`src/rtl/ttfd_pkg.sv`:
```
package ttfd_pkg;

    localparam int CFG_IDX_W  = 3;
    localparam int CFG_DATA_W = 20;
    localparam int TAN_W      = 18;
    localparam int TICK_W     = 16;
    localparam int COOL_W     = 20;
    localparam int ACC_W      = 16;
    localparam int NOW_W      = 32;
    localparam int SQ_W       = 31;
    localparam int SUM_W      = 32;
    localparam int PROD_W     = 50;
    localparam int Q16_SHIFT  = 16;
    localparam int DIFF_W     = 32;
    localparam int QUEUE_DEPTH = 2;

    typedef enum logic [CFG_IDX_W-1:0] {
        REG_TURN_TAN_SQ    = 3'd0,
        REG_CENTRE_TAN_SQ  = 3'd1,
        REG_FALL_TAN_SQ    = 3'd2,
        REG_BLINK_TICKS    = 3'd3,
        REG_COOLDOWN_TICKS = 3'd4,
        REG_SHOT_SPACING   = 3'd5
    } t_reg_idx;

    localparam logic [TAN_W-1:0]  RST_TURN_TAN_SQ   = 18'd21845;
    localparam logic [TAN_W-1:0]  RST_CENTRE_TAN_SQ = 18'd4705;
    localparam logic [TAN_W-1:0]  RST_FALL_TAN_SQ   = 18'd65536;
    localparam logic [TICK_W-1:0] RST_BLINK_TICKS   = 16'd200;
    localparam logic [COOL_W-1:0] RST_COOLDOWN      = 20'd5000;
    localparam logic [TICK_W-1:0] RST_SHOT_SPACING  = 16'd500;

    typedef struct packed {
        logic [TAN_W-1:0]  turn_tan_sq;
        logic [TAN_W-1:0]  centre_tan_sq;
        logic [TAN_W-1:0]  fall_tan_sq;
        logic [TICK_W-1:0] blink_ticks;
        logic [COOL_W-1:0] cooldown_ticks;
        logic [TICK_W-1:0] shot_spacing_ticks;
    } t_cfg;

    // Classification of one sample, handed from the front to the back.
    typedef struct packed {
        logic read_ok;
        logic go_left;
        logic go_right;
        logic centre;
        logic fall;
    } t_cls;

    typedef enum logic [2:0] {
        FS_IDLE,
        FS_SQUARE,
        FS_SUM,
        FS_MULT,
        FS_CMP
    } t_fstate;

endpackage

```
`src/rtl/ttfd_fifo.sv`:
```
module ttfd_fifo
    import ttfd_pkg::*;
#(
    parameter int WIDTH = 37
) (
    input  logic             i_clk,
    input  logic             i_rst_n,
    input  logic             i_push,
    input  logic [WIDTH-1:0] i_data,
    output logic             o_full,
    input  logic             i_pop,
    output logic [WIDTH-1:0] o_data,
    output logic             o_empty
);

    localparam int PTR_W = $clog2(QUEUE_DEPTH);
    localparam int CNT_W = $clog2(QUEUE_DEPTH + 1);

    logic [WIDTH-1:0] r_entries [QUEUE_DEPTH];
    logic [PTR_W-1:0] r_wr_ptr, r_rd_ptr;
    logic [CNT_W-1:0] r_count;

    assign o_full  = (r_count == CNT_W'(QUEUE_DEPTH));
    assign o_empty = (r_count == '0);
    assign o_data  = r_entries[r_rd_ptr];

    always_ff @(posedge i_clk) begin
        if (!i_rst_n) begin
            r_wr_ptr <= '0;
            r_rd_ptr <= '0;
            r_count  <= '0;
        end else begin
            if (i_push) begin
                r_wr_ptr <= (r_wr_ptr == PTR_W'(QUEUE_DEPTH - 1)) ? '0 : r_wr_ptr + 1'b1;
            end
            if (i_pop) begin
                r_rd_ptr <= (r_rd_ptr == PTR_W'(QUEUE_DEPTH - 1)) ? '0 : r_rd_ptr + 1'b1;
            end
            if (i_push && !i_pop) begin
                r_count <= r_count + 1'b1;
            end else if (i_pop && !i_push) begin
                r_count <= r_count - 1'b1;
            end
        end
    end

    always_ff @(posedge i_clk) begin
        if (i_push) begin
            r_entries[r_wr_ptr] <= i_data;
        end
    end

endmodule

```
`config.mk`:
```
export PLATFORM = sky130hd
export DESIGN_NAME = ttfd_fifo
export DESIGN_NICKNAME = d
export VERILOG_FILES = /design/src/rtl/ttfd_pkg.sv /design/src/rtl/ttfd_fifo.sv
export SDC_FILE = /design/constraint.sdc
export NUM_CORES = 1
export LEC_CHECK = 0
export ABC_CLOCK_PERIOD_IN_PS = 2200
export BUFFER_PORTS_ARGS = -buffer_cell sky130_fd_sc_hd__buf_2
export CAP_MARGIN = 15
export CORE_MARGIN = 3
export CORE_UTILIZATION = 48
export CTS_BUF_LIST = sky130_fd_sc_hd__clkbuf_2 sky130_fd_sc_hd__clkbuf_4 sky130_fd_sc_hd__clkbuf_8
export DETAILED_ROUTE_END_ITERATION = 10
export GPL_TIMING_DRIVEN = 0
export HOLD_SLACK_MARGIN = 0.1
export PLACE_DENSITY = 0.82
export SYNTH_ARGS = -nofsm -noshare
export SYNTH_HDL_FRONTEND = slang
export SYNTH_SLANG_ARGS = --single-unit
export TNS_END_PERCENT = 20
```
`constraint.sdc`:
```
create_clock -name i_clk -period 2.2 [get_ports i_clk]
set_input_delay 0.22 -clock i_clk [delete_from_list [all_inputs] [get_ports i_clk]]
set_output_delay 0.22 -clock i_clk [all_outputs]
set_load 0.02 [all_outputs]
```
# Word level (Yosys, flattened, before mapping)
# Memories as Yosys holds them, arrays and structs flattened. A register that Yosys moved wholly into a read port is not among the register bits.
# Cells that the tools add are included.
# op_classes
multipliers,0
n_eq_ne,1
div_mod_pow,0
order_cmp,0
add_sub_neg,4
reduce_logical,6
bitwise_logic,0
n_shift,0
n_mux,8
# ops
op,n
two-way mux 1 bit,6
two-way mux 2 bit,2
"adder 1 bit, second input constant",2
"adder 2 x 1 -> 2 bit, second input constant",1
"== test 2 bit, second input constant",1
logical AND 1 bit,2
zero test 1 bit,2
zero test 2 bit,1
nonzero test 2 bit,1
"subtractor 2 x 1 -> 2 bit, second input constant",1
# word_totals
ramBits,74
n_memories,1
elab_cells,23
rom_bits,0
latchBits,0
register_bits,4
in_bits,41
# memory_table
name,words,word_bits,read_ports,rd_ports_with_merged_regs,wr,line,rtl
r_entries,2,37,1,1,1,ttfd_fifo.sv:19,logic [WIDTH-1:0] r_entries [QUEUE_DEPTH];

# Logic depth before layout (Yosys ltp)
# depth
word_depth,4
mapped_depth,5

# Worst setup path before layout
# No wires, ideal clock.
# synth_timing
kind,register to register
startpoint,reg r_wr_ptr
endpoint,mem r_entries[0][0] (enable)
path_slack_ns,-0.231
setup_time_ns,0.437
arrival_time_ns,1.995
n_path_buf,0
stages_incl_launch_ff,2
path_cell_list,dfxtp_1 nor2b_1
# synth_lines
element,line,rtl
from (decl),ttfd_fifo.sv:20,"logic [PTR_W-1:0] r_wr_ptr, r_rd_ptr;"
from (signal assigned),ttfd_fifo.sv:34,r_wr_ptr <= (r_wr_ptr == PTR_W'(QUEUE_DEPTH - 1)) ? '0 : r_wr_ptr + 1'b1;
to (decl),ttfd_fifo.sv:19,
# No word-level cell before the write port.

==> impl_metrics.toml <==
[setup_path]
endpoint = "o_data[29]"
rrSetupSlack_ns = 0.66
cp.required_ns = 1.98
r2r_end = "r_entries[1][26]"
critical_path_peak_fanout = 10
arrival_ns = 1.62
cp-start-kind = "register"
cp-end-kind = "output pin"
path_class = "register to output pin"
r2r_start = "r_wr_ptr"
r2r_cells = 1

[cts]
clk_pin_slew_ns = 0.08
clkSinkCount = 79
post-cts-setup-buffers = 0
insertion_delay_ns = 0.33
ctsRootBufferMaster = "clkbuf_8"
htree_levels = 3
cts_max_path_buffers = 2
cts_made_buffers = 9
tritoncts = "built"

[drt]
vias_per_cell = 4.81
m1WireLength_mm = 2.12
ant_nets = 0
drtIter0Drc = 104
vias = 1646
drc_errors = 0
wl_met2_mm = 3.01
drt_pre_antenna_iters = 4
wire_per_inst_microns = 16.0
maxUsedRoutingLayer = "met4"
drt-total-wl_mm = 5.48
dr_wl_met3_microns = 255

[floorplanning]
die_x_microns = 83.7
die_h_microns = 83.7
rows = 27
boundaryPins = 80
dieArea_sq_um = 7000
core_area_sq_um = 5680
initial_core_util_pct = 51.0

[final_layout]
fin_util_pct = 70.0
layout-drive-gt1-share_pct = 51.5
n_fill_cell = 377
diodes = 0
nets = 307
register_area_sq_um = 2320
syn2layout_area_growth_pct = 37.1
multi_input_area_sq_um = 541

[global_route]
grt_use_total_pct = 16.8
grt_max_degree = 38
antenna_found_initial = 0
gr-total-overflow = 0
grt_pass1_vias = 1781
grt_pass1_wl_mm = 8.92

[synthesis]
ys_seq_elements = 79
yosys_warnings = 0
syn_nets = 179
syn_area_sq_um = 2900
ys_seq_area_share_pct = 80.2
synthCells = 137
avgSynthCellArea_sq_um = 21.1
yosys.cell_types.count = 17

[power_and_ir_drop]
p_comb_share_pct = 14.6
p_leak_nw = 1.53
seqPwrFrac_pct = 54.1
intPower_w = 0.00249
clock_power_share_pct = 31.3
switching_share_pct = 23.3
peakVddDrop_mv = 0.489
powerDensity_nw_per_um2 = 817
power_w = 0.00325
p_sw_w = 0.000757

[placement]
gp_congestion = 0.706
port_buffers = 79
dp_hpwl_mm = 3.39

[sta]
hold_viol = 0
skew_ns = 0.00585
drv_slew = 0
tightest_slew_ns = 0.879
fmax_mhz = 544
slew_headroom_pct = 41.4
setup_viol = 0
timing.setup.tns_ns = 0
grt_setup_unrepaired = "no"
min_period_ns = 1.84
finalCritPeriodShare_pct = 83.6

[run]
drv_cap = 0

[run_status]
status = "finished, final reports clean"

[hold_path]
hp-class = "input port to register"
hold_path.startpoint = "i_rst_n"
==> Yosys cell counts <==
cell type  instances  area, sq um
xor2_1             2         17.5
edfxtp_1          74         2220
dfxtp_1            5          100
nor2_1             1         3.75
mux2_2            37          417
and2_1             4         25.0
o21ai_0            1         5.00
and2b_2            1         8.76
buf_2              1         5.00
a21boi_1           1         7.51
buf_6              3         33.8
ha_1               1         12.5
o21a_1             1         7.51
or3_1              1         6.26
nor2b_1            2         12.5
inv_1              1         3.75
xnor2_1            1         8.76
==> power groups by stage <==
stage / clock, W / sequential [W] / combinational, W
5_1_grt: 0.00113 / 0.00176 / 0.000510
2_1_floorplan: 0 / 0.00178 / 0.000270
6_report: 0.00102 / 0.00176 / 0.000474
3_3_place_gp: 0 / 0.00179 / 0.000405
4_1_cts: 0.00105 / 0.00176 / 0.000477
3_5_place_dp: 0 / 0.00179 / 0.000422
==> routing by layer <==
metal,global-route usage [%],vias to the layer above
met5,0,-
met4,7.60,0
met3,4.44,7
met2,29.2,53
met1,19.3,801
li1,-,785
==> cell families after synthesis <==
logic type	after synthesis	share of synthesized area, %
fa+ha+maj	1	0.432
compound gates	3	0.691
simple gates	9	1.94
mux	37	14.4
buf+inv	5	1.47
xor+xnor	3	0.907
flops	79	80.2
==> area by class of cell <==
class                   instances  area share, %
repair buffers                117           19.8
plain buffers                   4          0.976
multi-input cells              53           13.6
clock buffers                  10           3.31
inverters                       1         0.0945
clock inverters                 6           1.51
well taps                      72           2.27
flip-flops and latches         79           58.5
==> worst max-delay path, stage by stage, from the launching register on <==
cell	delay (ns)
dfxtp_1	0.30
buf_2	0.26
buf_6	0.21
mux2_2	0.35
buf_2	0.16
==> stage by stage <==
step | setup WS (ns) | instances | hold WS [ns] | area, sq um
finish | 0.360 | 342 | 0.142 | 3970
global route | 0.271 | 342 | 0.135 | 3970
CTS | 0.338 | 342 | 0.132 | 3970
detailed placement | 0.643 | 289 | 0.411 | 3410
global placement | -0.0898 | 288 | 0.408 | 3380
floorplan | 0.480 | 137 | 0.319 | 2900
==> worst min-delay path by stage <==
stage / end / depth (start not counted) / slack [ns]
6_report: r_wr_ptr / 2 / 0.14
3_5_place_dp: r_entries[1][20] / 1 / 0.41
2_1_floorplan: r_entries[0][0] / 0 / 0.32
3_3_place_gp: r_entries[0][1] / 1 / 0.41
5_1_grt: r_wr_ptr / 2 / 0.14
4_1_cts: r_wr_ptr / 2 / 0.13
==> registers in the layout, indices dropped and copies added (netlist names), named ones only <==
name       cells
r_count        2
r_rd_ptr       1
r_wr_ptr       1
r_entries     74
==> placed cells by master, fill, tap and decap left out, types with 2 or more instances in the layout <==
master,count
buf_2,80
edfxtp_1,74
mux2_2,37
dlygate4sd3_1,37
clkbuf_8,9
dfxtp_1,5
buf_6,3
and2_1,3
xor2_1,2
clkinv_2,2
==> timing repair <==
action                                 4_1_cts  5_1_grt
endpoints found under the hold margin       74        0
resized for setup                            0        0
hold buffers                                37        0
No activity file was read; power rests on OpenSTA's default activity.
