## src/rtl/ttfd_pkg.sv

```systemverilog
package ttfd_pkg;

    localparam int CFG_IDX_W  = 3;
    localparam int CFG_DATA_W = 20;
    localparam int TAN_W      = 18;
    localparam int TICK_W     = 16;
    localparam int COOL_W     = 20;
    localparam int ACC_W      = 16;
    localparam int NOW_W      = 32;
    localparam int SQ_W       = 31;
    localparam int SUM_W      = 32;
    localparam int PROD_W     = 50;
    localparam int Q16_SHIFT  = 16;
    localparam int DIFF_W     = 32;
    localparam int QUEUE_DEPTH = 2;

    typedef enum logic [CFG_IDX_W-1:0] {
        REG_TURN_TAN_SQ    = 3'd0,
        REG_CENTRE_TAN_SQ  = 3'd1,
        REG_FALL_TAN_SQ    = 3'd2,
        REG_BLINK_TICKS    = 3'd3,
        REG_COOLDOWN_TICKS = 3'd4,
        REG_SHOT_SPACING   = 3'd5
    } t_reg_idx;

    localparam logic [TAN_W-1:0]  RST_TURN_TAN_SQ   = 18'd21845;
    localparam logic [TAN_W-1:0]  RST_CENTRE_TAN_SQ = 18'd4705;
    localparam logic [TAN_W-1:0]  RST_FALL_TAN_SQ   = 18'd65536;
    localparam logic [TICK_W-1:0] RST_BLINK_TICKS   = 16'd200;
    localparam logic [COOL_W-1:0] RST_COOLDOWN      = 20'd5000;
    localparam logic [TICK_W-1:0] RST_SHOT_SPACING  = 16'd500;

    typedef struct packed {
        logic [TAN_W-1:0]  turn_tan_sq;
        logic [TAN_W-1:0]  centre_tan_sq;
        logic [TAN_W-1:0]  fall_tan_sq;
        logic [TICK_W-1:0] blink_ticks;
        logic [COOL_W-1:0] cooldown_ticks;
        logic [TICK_W-1:0] shot_spacing_ticks;
    } t_cfg;

    // Classification of one sample, handed from the front to the back.
    typedef struct packed {
        logic read_ok;
        logic go_left;
        logic go_right;
        logic centre;
        logic fall;
    } t_cls;

    typedef enum logic [2:0] {
        FS_IDLE,
        FS_SQUARE,
        FS_SUM,
        FS_MULT,
        FS_CMP
    } t_fstate;

endpackage

```

## src/rtl/ttfd_out_if.sv

```systemverilog
interface ttfd_out_if;
    logic valid;
    logic ready;
    logic left_lamp;
    logic right_lamp;
    logic fall_signal;
    logic capture_busy;
    logic sensor_disabled;

    modport source (
        output valid, left_lamp, right_lamp, fall_signal, capture_busy, sensor_disabled,
        input  ready
    );
    modport sink (
        input  valid, left_lamp, right_lamp, fall_signal, capture_busy, sensor_disabled,
        output ready
    );
endinterface

```

## src/rtl/ttfd_back.sv

```systemverilog
module ttfd_back
    import ttfd_pkg::*;
#(
    parameter int FAIL_LIMIT = 10,
    parameter int TIME_BITS  = 32
) (
    input  logic                 i_clk,
    input  logic                 i_rst_n,
    input  logic                 i_empty,
    output logic                 o_pop,
    input  t_cls                 i_cls,
    input  logic [TIME_BITS-1:0] i_now,
    input  t_cfg                 i_cfg,
    ttfd_out_if.source           o_result
);

    localparam int CNT_W = $clog2(FAIL_LIMIT + 1);

    logic                 r_out_valid, n_out_valid;
    logic                 r_fall_sig, n_fall_sig;
    logic                 r_left_armed, n_left_armed;
    logic                 r_right_armed, n_right_armed;
    logic                 r_blink_phase, n_blink_phase;
    logic                 r_left_level, n_left_level;
    logic                 r_right_level, n_right_level;
    logic [TIME_BITS-1:0] r_last_toggle, n_last_toggle;
    logic                 r_capturing, n_capturing;
    logic [1:0]           r_shots, n_shots;
    logic [TIME_BITS-1:0] r_cap_start, n_cap_start;
    logic [TIME_BITS-1:0] r_cap_end, n_cap_end;
    logic [CNT_W-1:0]     r_fail_cnt, n_fail_cnt;
    logic                 r_disabled, n_disabled;

    logic [TIME_BITS-1:0] w_dt_blink, w_dt_cool, w_dt_shot;
    logic [TICK_W:0]      w_shot_goal;

    assign o_pop = !i_empty && (!r_out_valid || o_result.ready);

    always_ff @(posedge i_clk) begin
        if (!i_rst_n) begin
            r_out_valid   <= 1'b0;
            r_fall_sig    <= 1'b0;
            r_left_armed  <= 1'b0;
            r_right_armed <= 1'b0;
            r_blink_phase <= 1'b0;
            r_left_level  <= 1'b0;
            r_right_level <= 1'b0;
            r_last_toggle <= '0;
            r_capturing   <= 1'b0;
            r_shots       <= '0;
            r_cap_start   <= '0;
            r_cap_end     <= '0;
            r_fail_cnt    <= '0;
            r_disabled    <= 1'b0;
        end else begin
            r_out_valid   <= n_out_valid;
            r_fall_sig    <= n_fall_sig;
            r_left_armed  <= n_left_armed;
            r_right_armed <= n_right_armed;
            r_blink_phase <= n_blink_phase;
            r_left_level  <= n_left_level;
            r_right_level <= n_right_level;
            r_last_toggle <= n_last_toggle;
            r_capturing   <= n_capturing;
            r_shots       <= n_shots;
            r_cap_start   <= n_cap_start;
            r_cap_end     <= n_cap_end;
            r_fail_cnt    <= n_fail_cnt;
            r_disabled    <= n_disabled;
        end
    end

    always_comb begin
        n_out_valid   = r_out_valid;
        n_fall_sig    = r_fall_sig;
        n_left_armed  = r_left_armed;
        n_right_armed = r_right_armed;
        n_blink_phase = r_blink_phase;
        n_left_level  = r_left_level;
        n_right_level = r_right_level;
        n_last_toggle = r_last_toggle;
        n_capturing   = r_capturing;
        n_shots       = r_shots;
        n_cap_start   = r_cap_start;
        n_cap_end     = r_cap_end;
        n_fail_cnt    = r_fail_cnt;
        n_disabled    = r_disabled;
        w_dt_blink    = '0;
        w_dt_cool     = '0;
        w_dt_shot     = '0;
        w_shot_goal   = '0;

        if (o_pop) begin
            n_out_valid = 1'b1;
            n_fall_sig  = 1'b0;
            if (!r_disabled) begin
                if (!i_cls.read_ok) begin
                    if (r_fail_cnt >= CNT_W'(FAIL_LIMIT)) begin
                        n_disabled = 1'b1;
                    end else begin
                        n_fail_cnt = r_fail_cnt + 1'b1;
                    end
                end else begin
                    if (i_cls.go_left && !r_left_armed) begin
                        n_left_armed  = 1'b1;
                        n_right_armed = 1'b0;
                        n_last_toggle = i_now;
                    end else if (i_cls.go_right && !r_right_armed) begin
                        n_right_armed = 1'b1;
                        n_left_armed  = 1'b0;
                        n_last_toggle = i_now;
                    end else if (i_cls.centre) begin
                        if (r_left_armed || r_right_armed) begin
                            n_left_armed  = 1'b0;
                            n_right_armed = 1'b0;
                            n_left_level  = 1'b0;
                            n_right_level = 1'b0;
                        end
                    end

                    w_dt_blink = i_now - n_last_toggle;
                    if ((n_left_armed || n_right_armed) &&
                        (DIFF_W'(w_dt_blink) >= DIFF_W'(i_cfg.blink_ticks))) begin
                        n_blink_phase = !r_blink_phase;
                        n_last_toggle = i_now;
                        if (n_left_armed) begin
                            n_left_level  = n_blink_phase;
                            n_right_level = 1'b0;
                        end else begin
                            n_right_level = n_blink_phase;
                            n_left_level  = 1'b0;
                        end
                    end

                    w_dt_cool = i_now - r_cap_end;
                    if (i_cls.fall && !r_capturing &&
                        (DIFF_W'(w_dt_cool) >= DIFF_W'(i_cfg.cooldown_ticks))) begin
                        n_capturing   = 1'b1;
                        n_shots       = '0;
                        n_cap_start   = i_now;
                        n_left_armed  = 1'b0;
                        n_right_armed = 1'b0;
                        n_left_level  = 1'b0;
                        n_right_level = 1'b0;
                        n_fall_sig    = 1'b1;
                    end

                    // Shot k of a run is due k spacings after the start; only
                    // shot counts of zero and one reach the compare.
                    w_dt_shot   = i_now - n_cap_start;
                    w_shot_goal = n_shots[0] ? {i_cfg.shot_spacing_ticks, 1'b0}
                                             : {1'b0, i_cfg.shot_spacing_ticks};
                    if (n_capturing) begin
                        if (!n_shots[1] &&
                            (DIFF_W'(w_dt_shot) >= DIFF_W'(w_shot_goal))) begin
                            n_fall_sig = 1'b1;
                            n_shots    = n_shots + 1'b1;
                        end else if (n_shots[1]) begin
                            n_capturing = 1'b0;
                            n_cap_end   = i_now;
                        end
                    end
                end
            end
        end else if (o_result.ready) begin
            n_out_valid = 1'b0;
        end
    end

    // The state registers only move when a word is popped, which needs a free
    // output slot, so they double as the held result word.
    assign o_result.valid           = r_out_valid;
    assign o_result.left_lamp       = r_left_level;
    assign o_result.right_lamp      = r_right_level;
    assign o_result.fall_signal     = r_fall_sig;
    assign o_result.capture_busy    = r_capturing;
    assign o_result.sensor_disabled = r_disabled;

endmodule

```

## src/flat_wrapper.sv

```systemverilog
// flat-port wrapper written by rule: the top's interface ports become plain ports
module ttfd_back_flat import ttfd_pkg::*;
#(
    parameter int FAIL_LIMIT = 10,
    parameter int TIME_BITS  = 32
)
  (i_clk, i_rst_n, i_empty, o_pop, i_cls, i_now, i_cfg, o_result_valid, o_result_left_lamp, o_result_right_lamp, o_result_fall_signal, o_result_capture_busy, o_result_sensor_disabled, o_result_ready);
  ttfd_out_if o_result_i ();
  input  logic i_clk;
  input  logic i_rst_n;
  input  logic i_empty;
  output logic o_pop;
  input  t_cls i_cls;
  input  logic [TIME_BITS-1:0] i_now;
  input  t_cfg i_cfg;
  output wire logic [$bits(o_result_i.valid)-1:0] o_result_valid;
  output wire logic [$bits(o_result_i.left_lamp)-1:0] o_result_left_lamp;
  output wire logic [$bits(o_result_i.right_lamp)-1:0] o_result_right_lamp;
  output wire logic [$bits(o_result_i.fall_signal)-1:0] o_result_fall_signal;
  output wire logic [$bits(o_result_i.capture_busy)-1:0] o_result_capture_busy;
  output wire logic [$bits(o_result_i.sensor_disabled)-1:0] o_result_sensor_disabled;
  input wire logic [$bits(o_result_i.ready)-1:0] o_result_ready;
  assign o_result_valid = o_result_i.valid;
  assign o_result_left_lamp = o_result_i.left_lamp;
  assign o_result_right_lamp = o_result_i.right_lamp;
  assign o_result_fall_signal = o_result_i.fall_signal;
  assign o_result_capture_busy = o_result_i.capture_busy;
  assign o_result_sensor_disabled = o_result_i.sensor_disabled;
  assign o_result_i.ready = o_result_ready;
  ttfd_back #(.FAIL_LIMIT(FAIL_LIMIT), .TIME_BITS(TIME_BITS)) u_core (.i_clk(i_clk), .i_rst_n(i_rst_n), .i_empty(i_empty), .o_pop(o_pop), .i_cls(i_cls), .i_now(i_now), .i_cfg(i_cfg), .o_result(o_result_i));
endmodule
```

## config.mk

```make
export PLATFORM = sky130hd
export DESIGN_NAME = ttfd_back_flat
export DESIGN_NICKNAME = d
export VERILOG_FILES = /design/src/rtl/ttfd_pkg.sv /design/src/rtl/ttfd_out_if.sv /design/src/rtl/ttfd_back.sv /design/src/flat_wrapper.sv
export SDC_FILE = /design/constraint.sdc
export NUM_CORES = 1
export LEC_CHECK = 0
export ABC_AREA = 1
export BUFFER_PORTS_ARGS = -buffer_cell sky130_fd_sc_hd__buf_2
export CORE_MARGIN = 2
export CORE_UTILIZATION = 50
export DETAILED_ROUTE_END_ITERATION = 12
export PLACE_DENSITY_LB_ADDON = 0.1
export RECOVER_POWER = 100
export SKIP_CTS_REPAIR_TIMING = 1
export SLEW_MARGIN = 20
export SYNTH_ARGS = -nofsm -noshare
export SYNTH_HDL_FRONTEND = slang
export SYNTH_SLANG_ARGS = --single-unit
export TNS_END_PERCENT = 50
```

## constraint.sdc

```tcl
create_clock -name i_clk -period 12.5 [get_ports i_clk]
set_clock_uncertainty 0.1 [all_clocks]
set_input_delay 3.75 -clock i_clk [delete_from_list [all_inputs] [get_ports i_clk]]
set_output_delay 3.75 -clock i_clk [all_outputs]
set_load 0.05 [all_outputs]
```

# [Word-level counts from Yosys, hierarchy flattened]
# Cells that the tools add are included.
[classes] add_sub_neg=5 n_lt_le_gt_ge=4 eq_ne=2 n_mux=60 n_reduce_logical=25 n_bitwise=4
[ops] cell="32-bit 2-to-1 mux" n=10
[ops] cell="32-bit subtractor" n=3
[ops] cell="1-bit 2-to-1 mux" n=43
[ops] cell="32-bit by 16-bit >= comparator with 1-bit output" n=1
[ops] cell="32-bit by 17-bit >= comparator with 1-bit output" n=1
[ops] cell="32-bit by 20-bit >= comparator with 1-bit output" n=1
[ops] cell="17-bit 2-to-1 mux" n=1
[ops] cell="2-bit 2-to-1 mux" n=6
[ops] cell="4-bit AND reduction" n=2
[ops] cell="1-bit logical AND" n=7
[ops] cell="1-bit zero test" n=7
[ops] cell="7-bit AND reduction" n=1
[ops] cell="3-bit != test, second input constant" n=2
[ops] cell="6-bit AND reduction" n=1
[ops] cell="3-bit nonzero test" n=2
[ops] cell="4-bit by 1-bit adder with 4-bit output, second input constant" n=1
[ops] cell="4-bit >= comparator, second input constant" n=1
[ops] cell="1-bit inverter" n=4
[ops] cell="1-bit logical OR" n=3
[ops] cell="3-bit AND reduction" n=1
[ops] cell="2-bit by 1-bit adder with 2-bit output, second input constant" n=1
[ops] cell="2-bit nonzero test" n=1
[totals] out_inout_bits=7 regBits=111

# [Depth between registers and ports, before layout]
# Gate-level depths: netlist (run 1).
[logic_depth] ltp_word=14 ltp_mapped=62 ltp_nobuf=60

# [Worst setup path after synthesis (run 1)]
# No wires, ideal clock.
[synth_path] kind="in2reg" startpoint="in i_now[0]" endpoint="reg u_core.r_shots[0]" cell_stages=59 slack_ns=2.475 arrival_time_ns=9.815 setup_ns=0.110 cell_sequence="inv_1 ha_1 inv_1 fa_1 nand2_1 nand2_1 nand3_1 nand2_2 nand2_1 nand2_1 xor2_1 ha_1 nand2_1 inv_1 nand2_1 nand2_1 nand2_1 nand2_1 [23 not listed] nand2_1 nand2_2 xor2_1 ha_1 nand2_1 nor2_1 a211oi_1 o211ai_1 nand2_1 inv_1 nand3_1 nand4_1 nor2_1 nand3_2 nand3_1 nand2_1 inv_1 nor2_2"
[synth_via] elab_chain_len=12 elab_cells_between_ends=23 classes_between="3 x add/sub; 2 x order compare; 15 x mux; 3 x reduce/logical"
[synth_lines] element="start: declaration" line="flat_wrapper.sv:14" text="input logic [TIME_BITS-1:0] i_now;"
[synth_lines] element="32-bit subtractor" line="ttfd_back.sv:135" text="w_dt_cool = i_now - r_cap_end;"
[synth_lines] element="32-bit by 20-bit >= comparator with 1-bit output" line="ttfd_back.sv:137" text="(DIFF_W'(w_dt_cool) >= DIFF_W'(i_cfg.cooldown_ticks))) begin"
[synth_lines] element="1-bit logical AND" line="ttfd_back.sv:136" text="if (i_cls.fall && !r_capturing &&"
[synth_lines] element="32-bit 2-to-1 mux / 2-bit 2-to-1 mux (equally long branches)" line="ttfd_back.sv:136"
[synth_lines] element="32-bit 2-to-1 mux / 2-bit 2-to-1 mux (equally long branches)" line="ttfd_back.sv:97" text="if (!i_cls.read_ok) begin"
[synth_lines] element="32-bit 2-to-1 mux / 2-bit 2-to-1 mux (equally long branches)" line="ttfd_back.sv:96" text="if (!r_disabled) begin"
[synth_lines] element="32-bit 2-to-1 mux / 2-bit 2-to-1 mux (equally long branches)" line="ttfd_back.sv:93" text="if (o_pop) begin"
[synth_lines] element="32-bit subtractor / 17-bit 2-to-1 mux (equally long branches)" line="ttfd_back.sv:150, ttfd_back.sv:151"
[synth_lines] element="32-bit by 17-bit >= comparator with 1-bit output" line="ttfd_back.sv:155" text="(DIFF_W'(w_dt_shot) >= DIFF_W'(w_shot_goal))) begin"
[synth_lines] element="1-bit logical AND" line="ttfd_back.sv:154" text="if (!n_shots[1] &&"
[synth_lines] element="2-bit 2-to-1 mux" line="ttfd_back.sv:154"
[synth_lines] element="2-bit 2-to-1 mux *" line="ttfd_back.sv:153" text="if (n_capturing) begin"
[synth_lines] element="end signal: assignment" line="ttfd_back.sv:65" text="r_shots <= n_shots;"
[synth_lines] element="end: declaration" line="ttfd_back.sv:28" text="logic [1:0] r_shots, n_shots;"
# Every way passes the cells marked *; elsewhere a longest branch is shown, timed or not. The select of a mux whose other input is x is not followed.
# A chain may end at the register's enable or synchronous reset.

# [Final worst setup path (run 1)]
[layout_path] startpoint="in i_cls[3] (netlist bit)" endpoint="reg u_core.r_left_level, in the netlist u_core.o_result.left_lamp"
[layout_via] elab_chain_len=10 elab_cells_between_ends=25 classes_between="1 x add/sub; 1 x order compare; 2 x eq/ne; 15 x mux; 6 x reduce/logical"
[layout_lines] element="start: declaration" line="flat_wrapper.sv:13" text="input t_cls i_cls;"
[layout_lines] element="1-bit logical AND *" line="ttfd_back.sv:104" text="if (i_cls.go_left && !r_left_armed) begin"
[layout_lines] element="32-bit 2-to-1 mux" line="ttfd_back.sv:104"
[layout_lines] element="32-bit 2-to-1 mux" line="ttfd_back.sv:97"
[layout_lines] element="32-bit 2-to-1 mux" line="ttfd_back.sv:96"
[layout_lines] element="32-bit 2-to-1 mux" line="ttfd_back.sv:93"
[layout_lines] element="32-bit subtractor" line="ttfd_back.sv:121" text="w_dt_blink = i_now - n_last_toggle;"
[layout_lines] element="32-bit by 16-bit >= comparator with 1-bit output" line="ttfd_back.sv:123" text="(DIFF_W'(w_dt_blink) >= DIFF_W'(i_cfg.blink_ticks))) begin"
[layout_lines] element="1-bit logical AND" line="ttfd_back.sv:122" text="if ((n_left_armed || n_right_armed) &&"
[layout_lines] element="3-bit != test (no line), or another cell as far along"
[layout_lines] element="7-bit AND reduction (no line) / 1-bit 2-to-1 mux (equally long branches)"
[layout_lines] element="end signal: assignment" line="ttfd_back.sv:61" text="r_left_level <= n_left_level;"
[layout_lines] element="end: declaration" line="ttfd_back.sv:24" text="logic r_left_level, n_left_level;"
# Marked as above.

==> results of run 1 <==
==> report_power, final <==
part | switching [W] | leakage (nW) | internal, W
Clock | 0.000143 | 0.142 | 0.000158
Combinational | 0.000367 | 5.75 | 0.000216
Sequential | 0.00000578 | 0.903 | 0.000367
Total | 0.000516 | 6.79 | 0.000741
==> cells in the final DEF (no fill, tap or decap), types with 7 or more instances in the layout <==
cell type                     n
sky130_fd_sc_hd__nor2_1     113
sky130_fd_sc_hd__inv_1      329
sky130_fd_sc_hd__clkbuf_1    13
sky130_fd_sc_hd__nor4_1       7
sky130_fd_sc_hd__o21ai_0    169
sky130_fd_sc_hd__xnor2_1     19
sky130_fd_sc_hd__ha_1       149
sky130_fd_sc_hd__nor3_1      18
sky130_fd_sc_hd__a31oi_1      9
sky130_fd_sc_hd__dfxtp_1    111
sky130_fd_sc_hd__nand2_1    559
sky130_fd_sc_hd__nor2_2       7
sky130_fd_sc_hd__nand2_2     20
sky130_fd_sc_hd__nand4_1     14
sky130_fd_sc_hd__a211oi_1    11
sky130_fd_sc_hd__a21oi_1    215
sky130_fd_sc_hd__xor2_1      45
sky130_fd_sc_hd__buf_2       91
sky130_fd_sc_hd__clkbuf_16    9
sky130_fd_sc_hd__nand3_1    138
sky130_fd_sc_hd__o21a_1      14
==> synthesized netlist by cell type, types with 2 or more instances <==
library cell,n,share of area
sky130_fd_sc_hd__nor2_1,112,0.034
sky130_fd_sc_hd__a31oi_1,9,0.0045
sky130_fd_sc_hd__o21ai_2,2,0.0014
sky130_fd_sc_hd__nor2_2,8,0.0040
sky130_fd_sc_hd__nand3_2,3,0.0024
sky130_fd_sc_hd__nand2_1,555,0.17
sky130_fd_sc_hd__nor3_2,2,0.0016
sky130_fd_sc_hd__nor3_1,19,0.0076
sky130_fd_sc_hd__inv_1,328,0.099
sky130_fd_sc_hd__a21boi_0,2,0.0012
sky130_fd_sc_hd__ha_1,149,0.15
sky130_fd_sc_hd__nand3b_1,6,0.0036
sky130_fd_sc_hd__a221oi_1,2,0.0014
sky130_fd_sc_hd__nor4_1,7,0.0035
sky130_fd_sc_hd__a211oi_1,11,0.0066
sky130_fd_sc_hd__nand2_4,2,0.0018
sky130_fd_sc_hd__a21oi_1,215,0.086
sky130_fd_sc_hd__o21a_1,14,0.0084
sky130_fd_sc_hd__dfxtp_1,111,0.18
sky130_fd_sc_hd__o21bai_1,3,0.0018
sky130_fd_sc_hd__nor2_4,2,0.0018
sky130_fd_sc_hd__o21ai_0,169,0.068
sky130_fd_sc_hd__buf_2,3,0.0012
sky130_fd_sc_hd__buf_6,6,0.0054
sky130_fd_sc_hd__nand2_2,23,0.012
sky130_fd_sc_hd__or2_2,2,0.0010
sky130_fd_sc_hd__inv_2,5,0.0015
sky130_fd_sc_hd__nand4_1,13,0.0065
sky130_fd_sc_hd__o21ai_1,3,0.0012
sky130_fd_sc_hd__fa_1,3,0.0048
sky130_fd_sc_hd__and2_1,2,0.0010
sky130_fd_sc_hd__o221ai_1,3,0.0021
sky130_fd_sc_hd__clkbuf_1,46,0.014
sky130_fd_sc_hd__xnor2_1,19,0.013
sky130_fd_sc_hd__a21oi_2,2,0.0014
sky130_fd_sc_hd__xor2_1,45,0.032
sky130_fd_sc_hd__a21o_1,4,0.0024
sky130_fd_sc_hd__o211ai_1,6,0.0036
sky130_fd_sc_hd__buf_1,2,0.00060
sky130_fd_sc_hd__nand3_1,137,0.055
==> critical path, stage by stage <==
cell                       delay, ns
sky130_fd_sc_hd__buf_2          0.08
sky130_fd_sc_hd__nand2_1        0.07
sky130_fd_sc_hd__nand2_1        0.06
sky130_fd_sc_hd__clkbuf_1       1.72
sky130_fd_sc_hd__o21ai_0        0.57
sky130_fd_sc_hd__fa_1           0.60
sky130_fd_sc_hd__nand3_1        0.09
sky130_fd_sc_hd__nand2_1        0.09
sky130_fd_sc_hd__a21oi_1        0.39
sky130_fd_sc_hd__o21ai_1        0.25
sky130_fd_sc_hd__a31oi_1        0.27
sky130_fd_sc_hd__o21ai_0        0.14
sky130_fd_sc_hd__xor2_1         0.17
sky130_fd_sc_hd__ha_1           0.27
sky130_fd_sc_hd__nand4_1        0.10
sky130_fd_sc_hd__nor3_1         0.08
sky130_fd_sc_hd__a221oi_1       0.44
sky130_fd_sc_hd__nand3b_4       0.47
sky130_fd_sc_hd__nand2_1        1.16
sky130_fd_sc_hd__nand2_1        0.24
sky130_fd_sc_hd__nand3_1        0.17
sky130_fd_sc_hd__nand2_1        0.06
sky130_fd_sc_hd__nor2_1         0.16
==> worst paths after layout <==
check                              start                   endpoint  cells past startpoint
setup / recovery                i_cls[3]  u_core.o_result.left_lamp                     23
hold / removal    u_core.r_cap_start[18]     u_core.r_cap_start[18]                      2
setup reg to reg     u_core.r_left_armed  u_core.o_result.left_lamp                     23
hold reg to reg   u_core.r_cap_start[18]     u_core.r_cap_start[18]                      2
==> cell families (layout without fill, tap and decap cells) <==
| logic type | Yosys count | count (layout) |
|---|---|---|
| simple gates | 897 | 897 |
| fa+ha+maj | 152 | 152 |
| xor+xnor | 64 | 64 |
| buf+inv | 391 | 457 |
| compound gates | 450 | 450 |
| flops | 111 | 111 |
==> sequential cells by signal, summed over array words and instances, names as in the netlist <==
register / flops
u_core.r_cap_end: 32
u_core.o_result.left_lamp: 1
u_core.r_fail_cnt: 4
u_core.o_result.valid: 1
u_core.r_right_armed: 1
u_core.r_left_armed: 1
u_core.r_last_toggle: 32
u_core.r_shots: 2
u_core.o_result.fall_signal: 1
u_core.o_result.sensor_disabled: 1
u_core.r_cap_start: 32
u_core.o_result.right_lamp: 1
u_core.r_blink_phase: 1
u_core.o_result.capture_busy: 1
==> area by class of cell <==
| cell class | count | area, sq um | share of cell area |
|---|---|---|---|
| clock buffer | 11 | 233 | 0.0174 |
| clock inverter | 5 | 66.3 | 0.00495 |
| inverter | 334 | 1250 | 0.0935 |
| multi-input combinational | 1563 | 8690 | 0.648 |
| sequential | 111 | 2220 | 0.166 |
| tap | 324 | 405 | 0.0302 |
| timing repair buffer | 107 | 534 | 0.0398 |
==> stage by stage <==
stage / utilization / worst slack, ns / instance area [sq um] / hold WS [ns] / power, W
after floorplan: - / 2.48 / 12500 / 0.329 / 0.000818
after global placement: 0.540 / 1.32 / 13200 / 0.339 / 0.000946
after detailed placement: 0.540 / 1.16 / 13200 / 0.344 / 0.000960
after CTS: 0.552 / 1.51 / 13500 / 0.356 / 0.00127
after global routing: 0.550 / 0.514 / 13400 / 0.369 / 0.00137
final: 0.550 / 1.22 / 13400 / 0.354 / 0.00126
==> metal layers <==
layer	wire length [um]	up-vias	part of all wire
met4	491	0	0.014
met1	16300	5842	0.47
met2	16500	280	0.48
met3	1370	34	0.040
li1	-	6832	-
met5	0	-	0
==> summary.md, run 1 <==
### Run status
• status: complete, but fails checks
• violations in the final reports: capacitance limit, slew limit

### Logic synthesis
• net count of the mapped netlist: 2364
• Seq cells post-synth: 111
• proportion of synthesized flip-flops having asynchronous set or reset: 0
• count of flip-flops with a built-in enable after synthesis: 0
• Post-Synthesis Cells: 2065
• fraction of the yosys area taken by sequential cells: 0.178
• largest family of logic cells by synthesized area: simple AND/OR/NAND/NOR gates
• post-synthesis simple-gate area fraction: 0.306
• Post-Syn Area: 12500 sq um
• complex-gate fraction of the synthesized area: 0.194
• top_reg_cell synth: sky130_fd_sc_hd__dfxtp_1
• post-synthesis share of cell area spent on xor and xnor gates: 0.0450
• number of warnings printed during yosys synthesis: 0
• post-synthesis adder-cell area fraction: 0.154
• number of distinct library cells after synthesis: 50
• mean cell area of the mapped netlist: 6.03 sq um
• mux cell area share after synthesis: 0

### Finish
• Layout area overhead: 7.64%
• # diodes: 0
• non-filler instance count after layout: 2455
• Final #Nets: 2425
• fill count: 2628
• ratio of cells with drive above 1 in the final layout: 0.0737

### Timing
• final number of setup-violating endpoints: 0
• final number of max-transition violations: 311
• transition time at the pin with the least slew margin: 2.45 ns
• Final period util: 0.903
• min Tclk post-route: 11.28 ns
• setup TNS: 0 ns
• final count of hold timing violations: 0
• unrepaired setup endpoints after global routing: false
• Max transition margin: -0.631
• max frequency: 88.6 MHz

### Place
• detailed-placement wirelength estimate: 27.5 mm
• routability cong.: 0.934
• number of buffers added on ports: 99
• post-placement cell count: 2439

### Power
• worst IR drop on VDD: 0.0776 mV
• power per unit of standard cell area: 93.8 nW/um^2
• static leakage: 6.79 nW

### Clock tree
• TritonCTS Sinks: 111
• number of clock buffers inserted by TritonCTS: 9
• Clock Tree Root: sky130_fd_sc_hd__clkbuf_16
• clk buf depth: 2
• depth of the CTS H-tree: 3
• TritonCTS clock tree: built
• latest clock arrival within the worst-skew pair: 0.37 ns
• clock transition time at the flip-flop clock pins of the worst setup and hold paths: 0.08 ns

### Worst setup path
• WP data required: 12.70 ns
• arrival time of data at the critical path endpoint: 11.49 ns
• kind of critical path: in2reg
• biggest fanout along the worst timing path: 65
• type of element launching the critical path: input pin
• setup slack on the worst flop-to-flop path: 4.26 ns
• kind of end point of the critical path: register

### Floorplanning
• die area: 26200 sq um
• starting density of the core: 0.511
• area inside the core boundary: 24400 sq um
• io pins: 154
• width of the die: 162 um
• die height: 162 um
• number of core rows: 57

### Route
• total number of vias: 12988
• Routed wire per std cell: 14.1 um
• total wire length: 34.6 mm
• final routed DRC violation total: 0
• remaining number of nets flagged by the antenna check after routing: 0
• DRC violation total after the first TritonRoute iteration: 863
• vias per std cell: 5.29
• total iterations of the first detailed-routing run: 5

### GRT
• total overflow reported by the global router: 0
• met1 track demand over resource in global routing: 0.337
• number of antenna violations at the first check in global routing: 0
• M3 GR Usage: 0.0230
• global routing met2 resource utilization: 0.478
• via count of the first global-routing pass: 12127
• layer carrying the most global-route usage: met2
• maximum number of pins on one net before global-route repair: 68
• GRT Util Overall: 0.263
• first-pass GRT wire length: 56.6 mm

### Min path
• path type of the worst min-delay path: reg2reg

### Job
• number of violations of the max-capacitance limit: 5

No activity file was read; power rests on OpenSTA's default activity.
==> run 2, diff against run 1 <==
--- a/config.mk
+++ b/config.mk
@@ -11,7 +11,7 @@
 export CORE_UTILIZATION = 50
 export DETAILED_ROUTE_END_ITERATION = 12
 export PLACE_DENSITY_LB_ADDON = 0.1
-export RECOVER_POWER = 100
+export RECOVER_POWER = 25
 export SKIP_CTS_REPAIR_TIMING = 1
 export SLEW_MARGIN = 20
 export SYNTH_ARGS = -nofsm -noshare
==> run 2 against run 1 <==
Combinational power about the same; hold slack about the same; count of clock-buffer cells in the layout stayed put; the flow still finishes with violations (capacitance limit, slew limit); largest power group unchanged; non-clock buffer count is the same; maximum frequency rose by 1.3%; first-iteration DRC count grew 8.9%; power barely moved; via count down 0.16%; final cell count did not move; critical path depth increased by 34; register-to-register slack better by 0.58 ns.
==> summary.md, run 2 (synthesis gave the netlist of run 1 again) <==
### Worst setup path
• kind of end point of the critical path: register
• Levels on crit path: 57, +150%
• type of element launching the critical path: input pin
• setup slack on the worst flop-to-flop path: 4.84 ns, +0.58 ns
• Worst R2R Start: u_core.r_cap_end[0]
• biggest fanout along the worst timing path: 42, -35%
• family with the most delay on the worst path: simple AND/OR/NAND/NOR gates
• slowest cell delay on critical path: 0.46 ns, -1.26 ns
• end point of the critical path: u_core.r_shots[0]
• kind of critical path: in2reg
• cell with the most instances on the worst path: sky130_fd_sc_hd__nand2_1
• CP bufs+invs: 4, +2
• reg-to-reg endpoint: u_core.r_shots[0]
• WP data required: 12.70 ns, about the same
• standard cell with the maximum stage delay on the critical path: sky130_fd_sc_hd__o21ai_0
• worst r2r path cells: 55, +140%
• crit path from: i_now[0]
• arrival time of data at the critical path endpoint: 11.35 ns, -0.14 ns

### Finish
• Layout area overhead: 7.87%
• # diodes: 0, unchanged
• most frequent cells in the layout: sky130_fd_sc_hd__nand2_1 (557), sky130_fd_sc_hd__inv_1 (329), sky130_fd_sc_hd__a21oi_1 (215), sky130_fd_sc_hd__o21ai_0 (169), sky130_fd_sc_hd__ha_1 (149)
• ratio of cells with drive above 1 in the final layout: 0.0765, +0.00282
• fill count: 2624, -0.15%
• largest registers ranked by flip-flop count: u_core.r_cap_end: 32 flops, u_core.r_cap_start: 32 flops, u_core.r_last_toggle: 32 flops
• Final #Nets: 2425, unchanged
• most common cell after layout, fill and taps aside: sky130_fd_sc_hd__nand2_1
• end-of-flow core utilization: 0.551, +0.00118

### Timing
• Max transition margin: -0.604, +0.0264
• max frequency: 89.7 MHz, +1.3%
• transition time at the pin with the least slew margin: 2.41 ns, -0.0396 ns
• final worst hold slack: 0.354 ns, +0.000271 ns
• final number of max-transition violations: 182, -41%
• setup TNS: 0 ns, unchanged
• min Tclk post-route: 11.14 ns, -0.141 ns
• final number of setup-violating endpoints: 0, unchanged
• Final period util: 0.891, -0.0113
• final count of hold timing violations: 0, unchanged
• unrepaired setup endpoints after global routing: false

### GRT
• first-pass GRT wire length: 56.6 mm, unchanged
• total overflow reported by the global router: 0, unchanged
• number of antenna violations at the first check in global routing: 0, unchanged
• maximum number of pins on one net before global-route repair: 68, unchanged
• GRT Util Overall: 0.263, unchanged
• via count of the first global-routing pass: 12127, unchanged

### Floorplanning
• area inside the core boundary: 24400 sq um, unchanged
• number of core rows: 57, unchanged
• die area: 26200 sq um, unchanged
• starting density of the core: 0.511, unchanged
• die height: 162 um, unchanged
• io pins: 154, unchanged
• width of the die: 162 um, unchanged

### Run status
• violations in the final reports: capacitance limit, slew limit
• status: complete, but fails checks

### Clock tree
• Clock Tree Root: sky130_fd_sc_hd__clkbuf_16
• TritonCTS clock tree: built
• clock transition time at the flip-flop clock pins of the worst setup and hold paths: 0.08 ns, about the same
• depth of the CTS H-tree: 3, unchanged
• TritonCTS Sinks: 111, unchanged
• number of clock buffers inserted by TritonCTS: 9, unchanged
• clk buf depth: 2, unchanged
• latest clock arrival within the worst-skew pair: 0.37 ns, about the same

### Place
• detailed-placement wirelength estimate: 27.5 mm, unchanged
• routability cong.: 0.934, unchanged
• number of buffers added on ports: 99, unchanged

### Route
• total iterations of the first detailed-routing run: 5, unchanged
• final routed DRC violation total: 0, unchanged
• remaining number of nets flagged by the antenna check after routing: 0, unchanged
• DRC violation total after the first TritonRoute iteration: 940, +8.9%
• vias per std cell: 5.28, -0.16%
• uppermost layer routed: met4
• total number of vias: 12967, -0.16%
• DRT met1 WL: 16.4 mm, +0.87%
• Routed wire per std cell: 14.1 um, about the same
• length of routed met2 wiring: 16.5 mm, -0.16%
• total wire length: 34.6 mm, about the same
• DR WL met3: 1.26 mm, -7.9%

### Power
• worst IR drop on VDD: 0.0777 mV, +0.16%
• static leakage: 6.80 nW, +0.11%
• power per unit of standard cell area: 93.6 nW/um^2, -0.15%

### Min path
• path type of the worst min-delay path: reg2reg

### Job
• number of violations of the max-capacitance limit: 3, -2

==> run 2: cell count changes in the layout (fill, tap and decap cells not counted) <==
cell	previous run	this run
sky130_fd_sc_hd__nand4_1	14	13
sky130_fd_sc_hd__nand2_2	20	21
sky130_fd_sc_hd__nand2_4	1	2
sky130_fd_sc_hd__buf_4	5	7
sky130_fd_sc_hd__nand4_2	0	1
sky130_fd_sc_hd__clkbuf_1	13	11
sky130_fd_sc_hd__nand3_2	2	3
sky130_fd_sc_hd__nand2_1	559	557
sky130_fd_sc_hd__nand3_1	138	137
==> run 2: per-layer routing <==
layer  global-route usage  vias up
li1                     -     6831
met1                0.337     5848
met2                0.478      256
met3               0.0230       32
met4               0.0559        0
met5                    0        -
==> run 2: area by class of cell <==
class                      instances  area [sq um]  area share
clock buffer                      11           233      0.0173
inverter                         334          1250      0.0933
sequential                       111          2220       0.165
multi-input combinational       1563          8720       0.649
tap                              324           405      0.0302
timing repair buffer             107           542      0.0403
clock inverter                     5          66.3     0.00493
==> run 2: worst min path at each step <==
stage                           startpoint                     end  slack (ns)  cells after the start
floorplan            u_core.r_cap_start[1]   u_core.r_cap_start[1]        0.33                      2
global placement    u_core.r_cap_start[17]  u_core.r_cap_start[17]        0.34                      2
detailed placement   u_core.r_cap_start[3]   u_core.r_cap_start[3]        0.34                      2
CTS                  u_core.r_cap_start[3]   u_core.r_cap_start[3]        0.36                      2
global route        u_core.r_cap_start[16]  u_core.r_cap_start[16]        0.37                      2
finish              u_core.r_cap_start[17]  u_core.r_cap_start[17]        0.35                      2
==> run 2: tightest hold or removal path, cell delays in order, from the launching register on <==
cell and delay [ns]:
sky130_fd_sc_hd__dfxtp_1 0.30, sky130_fd_sc_hd__inv_1 0.06, sky130_fd_sc_hd__a21oi_1 0.05
==> run 2: through the flow <==
step / power [W] / cells / setup slack [ns] / cell area, sq um
2_1_floorplan: 0.000818 / 2065 / 2.48 / 12500
3_3_place_gp: 0.000946 / 2439 / 1.32 / 13200
3_5_place_dp: 0.000960 / 2439 / 1.16 / 13200
4_1_cts: 0.00127 / 2455 / 1.51 / 13500
5_1_grt: 0.00137 / 2455 / 0.637 / 13400
6_report: 0.00126 / 2455 / 1.36 / 13400
==> run 2: where the power goes <==
part	internal [W]	switching, W	leakage [nW]	total, W
combinational	0.000216	0.000367	5.75	0.000583
clock	0.000158	0.000144	0.142	0.000302
sequential	0.000367	0.00000580	0.903	0.000373
==> run 3, diff against run 2 <==
--- a/config.mk
+++ b/config.mk
@@ -10,7 +10,7 @@
 export CORE_MARGIN = 2
 export CORE_UTILIZATION = 50
 export DETAILED_ROUTE_END_ITERATION = 12
-export PLACE_DENSITY_LB_ADDON = 0.1
+export PLACE_DENSITY = 0.7
 export RECOVER_POWER = 25
 export SKIP_CTS_REPAIR_TIMING = 1
 export SLEW_MARGIN = 20
==> run 3 against run 2 <==
The run still ends with capacitance limit, slew limit left; die area unchanged; clock power down 4%; utilization hardly changed; sequential power about the same; flip-flop and latch count did not move; global-route usage shrank 0.33 points; combinational power barely moved; register-to-register slack better by 0.13 ns; final cell count is essentially flat; largest cell class unchanged.
==> summary.md, run 3 (synthesis gave the netlist of run 1 again) <==
### Run status
• status: complete, but fails checks
• violations in the final reports: capacitance limit, slew limit

### Route
• remaining number of nets flagged by the antenna check after routing: 0, unchanged
• total iterations of the first detailed-routing run: 5, unchanged
• length of routed met2 wiring: 15.4 mm, -6.6%
• vias per std cell: 5.29, about the same
• DRT met1 WL: 16.0 mm, -2.6%
• DR WL met3: 1.41 mm, +12%
• uppermost layer routed: met4
• total number of vias: 12982, +0.12%
• Routed wire per std cell: 13.8 um, -2.5%
• DRC violation total after the first TritonRoute iteration: 785, -16%
• total wire length: 33.8 mm, -2.4%
• final routed DRC violation total: 0, unchanged

### Timing
• final number of setup-violating endpoints: 0, unchanged
• setup TNS: 0 ns, unchanged
• final number of max-transition violations: 245, +35%
• transition time at the pin with the least slew margin: 2.46 ns, +0.0535 ns
• Max transition margin: -0.640, -0.0357
• final count of hold timing violations: 0, unchanged
• unrepaired setup endpoints after global routing: false
• min Tclk post-route: 11.01 ns, -0.135 ns
• max frequency: 90.8 MHz, +1.2%
• Final period util: 0.881, -0.0108

### Clock tree
• TritonCTS clock tree: built
• latest clock arrival within the worst-skew pair: 0.37 ns, about the same
• TritonCTS Sinks: 111, unchanged
• number of clock buffers inserted by TritonCTS: 9, unchanged
• depth of the CTS H-tree: 3, unchanged
• Clock Tree Root: sky130_fd_sc_hd__clkbuf_16
• clock transition time at the flip-flop clock pins of the worst setup and hold paths: 0.08 ns, about the same
• clk buf depth: 2, unchanged

### Worst setup path
• slowest cell delay on critical path: 0.44 ns, -0.02 ns
• arrival time of data at the critical path endpoint: 11.21 ns, -0.14 ns
• biggest fanout along the worst timing path: 31, -26%
• standard cell with the maximum stage delay on the critical path: sky130_fd_sc_hd__fa_1
• type of element launching the critical path: input pin
• WP data required: 12.70 ns, about the same
• kind of end point of the critical path: register
• cell with the most instances on the worst path: sky130_fd_sc_hd__nand2_1
• kind of critical path: in2reg

### GRT
• number of antenna violations at the first check in global routing: 1, +1
• maximum number of pins on one net before global-route repair: 68, unchanged
• GRT Util Overall: 0.259, -0.00333
• via count of the first global-routing pass: 12202, +0.62%
• first-pass GRT wire length: 56.0 mm, -1.0%
• total overflow reported by the global router: 0, unchanged

### Power
• worst IR drop on VDD: 0.0744 mV, -4.3%
• static leakage: 6.80 nW, about the same
• power per unit of standard cell area: 92.7 nW/um^2, -0.97%
• Power Total: 0.00125 W, -1.0%

### Job
• number of violations of the max-capacitance limit: 4, +1

### Floorplanning
• die area: 26200 sq um, unchanged
• die height: 162 um, unchanged
• width of the die: 162 um, unchanged
• number of core rows: 57, unchanged
• io pins: 154, unchanged
• starting density of the core: 0.511, unchanged
• area inside the core boundary: 24400 sq um, unchanged

### Finish
• largest registers ranked by flip-flop count: u_core.r_cap_end: 32 flops, u_core.r_cap_start: 32 flops, u_core.r_last_toggle: 32 flops
• ratio of cells with drive above 1 in the final layout: 0.0774, +0.000939
• Layout area overhead: 7.81%, about the same
• end-of-flow core utilization: 0.551, about the same
• Final #Nets: 2425, unchanged
• design area: 13400 sq um, about the same
• non-filler instance count after layout: 2456, +0.041%
• most common cell after layout, fill and taps aside: sky130_fd_sc_hd__nand2_1
• most frequent cells in the layout: sky130_fd_sc_hd__nand2_1 (557), sky130_fd_sc_hd__inv_1 (329), sky130_fd_sc_hd__a21oi_1 (215), sky130_fd_sc_hd__o21ai_0 (169), sky130_fd_sc_hd__ha_1 (149)

### Place
• area after detailed placement: 13200 sq um, unchanged
• number of buffers added on ports: 99, unchanged
• detailed-placement wirelength estimate: 26.7 mm, -2.9%
• post-placement cell count: 2439, unchanged
• routability cong.: 0.945, +1.3%

### Min path
• path type of the worst min-delay path: reg2reg

[run 3: routing by layer]
metal | vias to the layer above | track usage
met4 | 0 | 0.0945
li1 | 6832 | -
met3 | 67 | 0.0243
met2 | 305 | 0.447
met5 | - | 0
met1 | 5778 | 0.337
[run 3: power breakdown]
part | internal, W | total, W | switching [W]
Combinational | 0.000216 | 0.000581 | 0.000365
Clock | 0.000140 | 0.000291 | 0.000151
Sequential | 0.000367 | 0.000373 | 0.00000588
[run 3: path summary, 6_finish.rpt]
| check | start | endpoint | slack (ns) | depth (start not counted) |
|---|---|---|---|---|
| setup / recovery | i_now[0] | u_core.r_shots[0] | 1.49 | 57 |
| hold / removal | u_core.r_cap_start[7] | u_core.r_cap_start[7] | 0.35 | 2 |
| setup reg to reg | u_core.r_cap_end[0] | u_core.r_shots[0] | 4.97 | 55 |
| hold reg to reg | u_core.r_cap_start[7] | u_core.r_cap_start[7] | 0.35 | 2 |
[run 3: cell type report]
cell class | count | area [sq um]
clock inverter | 7 | 65.1
inverter | 334 | 1250
antenna | 1 | 2.50
sequential | 111 | 2220
timing repair buffer | 107 | 538
fill | 2633 | 11000
clock buffer | 9 | 225
tap | 324 | 405
multi-input combinational | 1563 | 8720
[run 3: per-stage QoR]
step / setup slack (ns) / hold WS [ns]
detailed placement: 1.29 / 0.346
finish: 1.49 / 0.355
CTS: 1.60 / 0.356
global placement: 1.42 / 0.340
global route: 0.655 / 0.369
floorplan: 2.48 / 0.329
[run 3: worst max-delay path: cells and delay by family]
kind            cells  cell delay [ns]
simple gates       41             3.64
fa+ha+maj           5             1.58
compound gates      5             1.32
buf+inv             4             0.56
xor+xnor            2             0.33
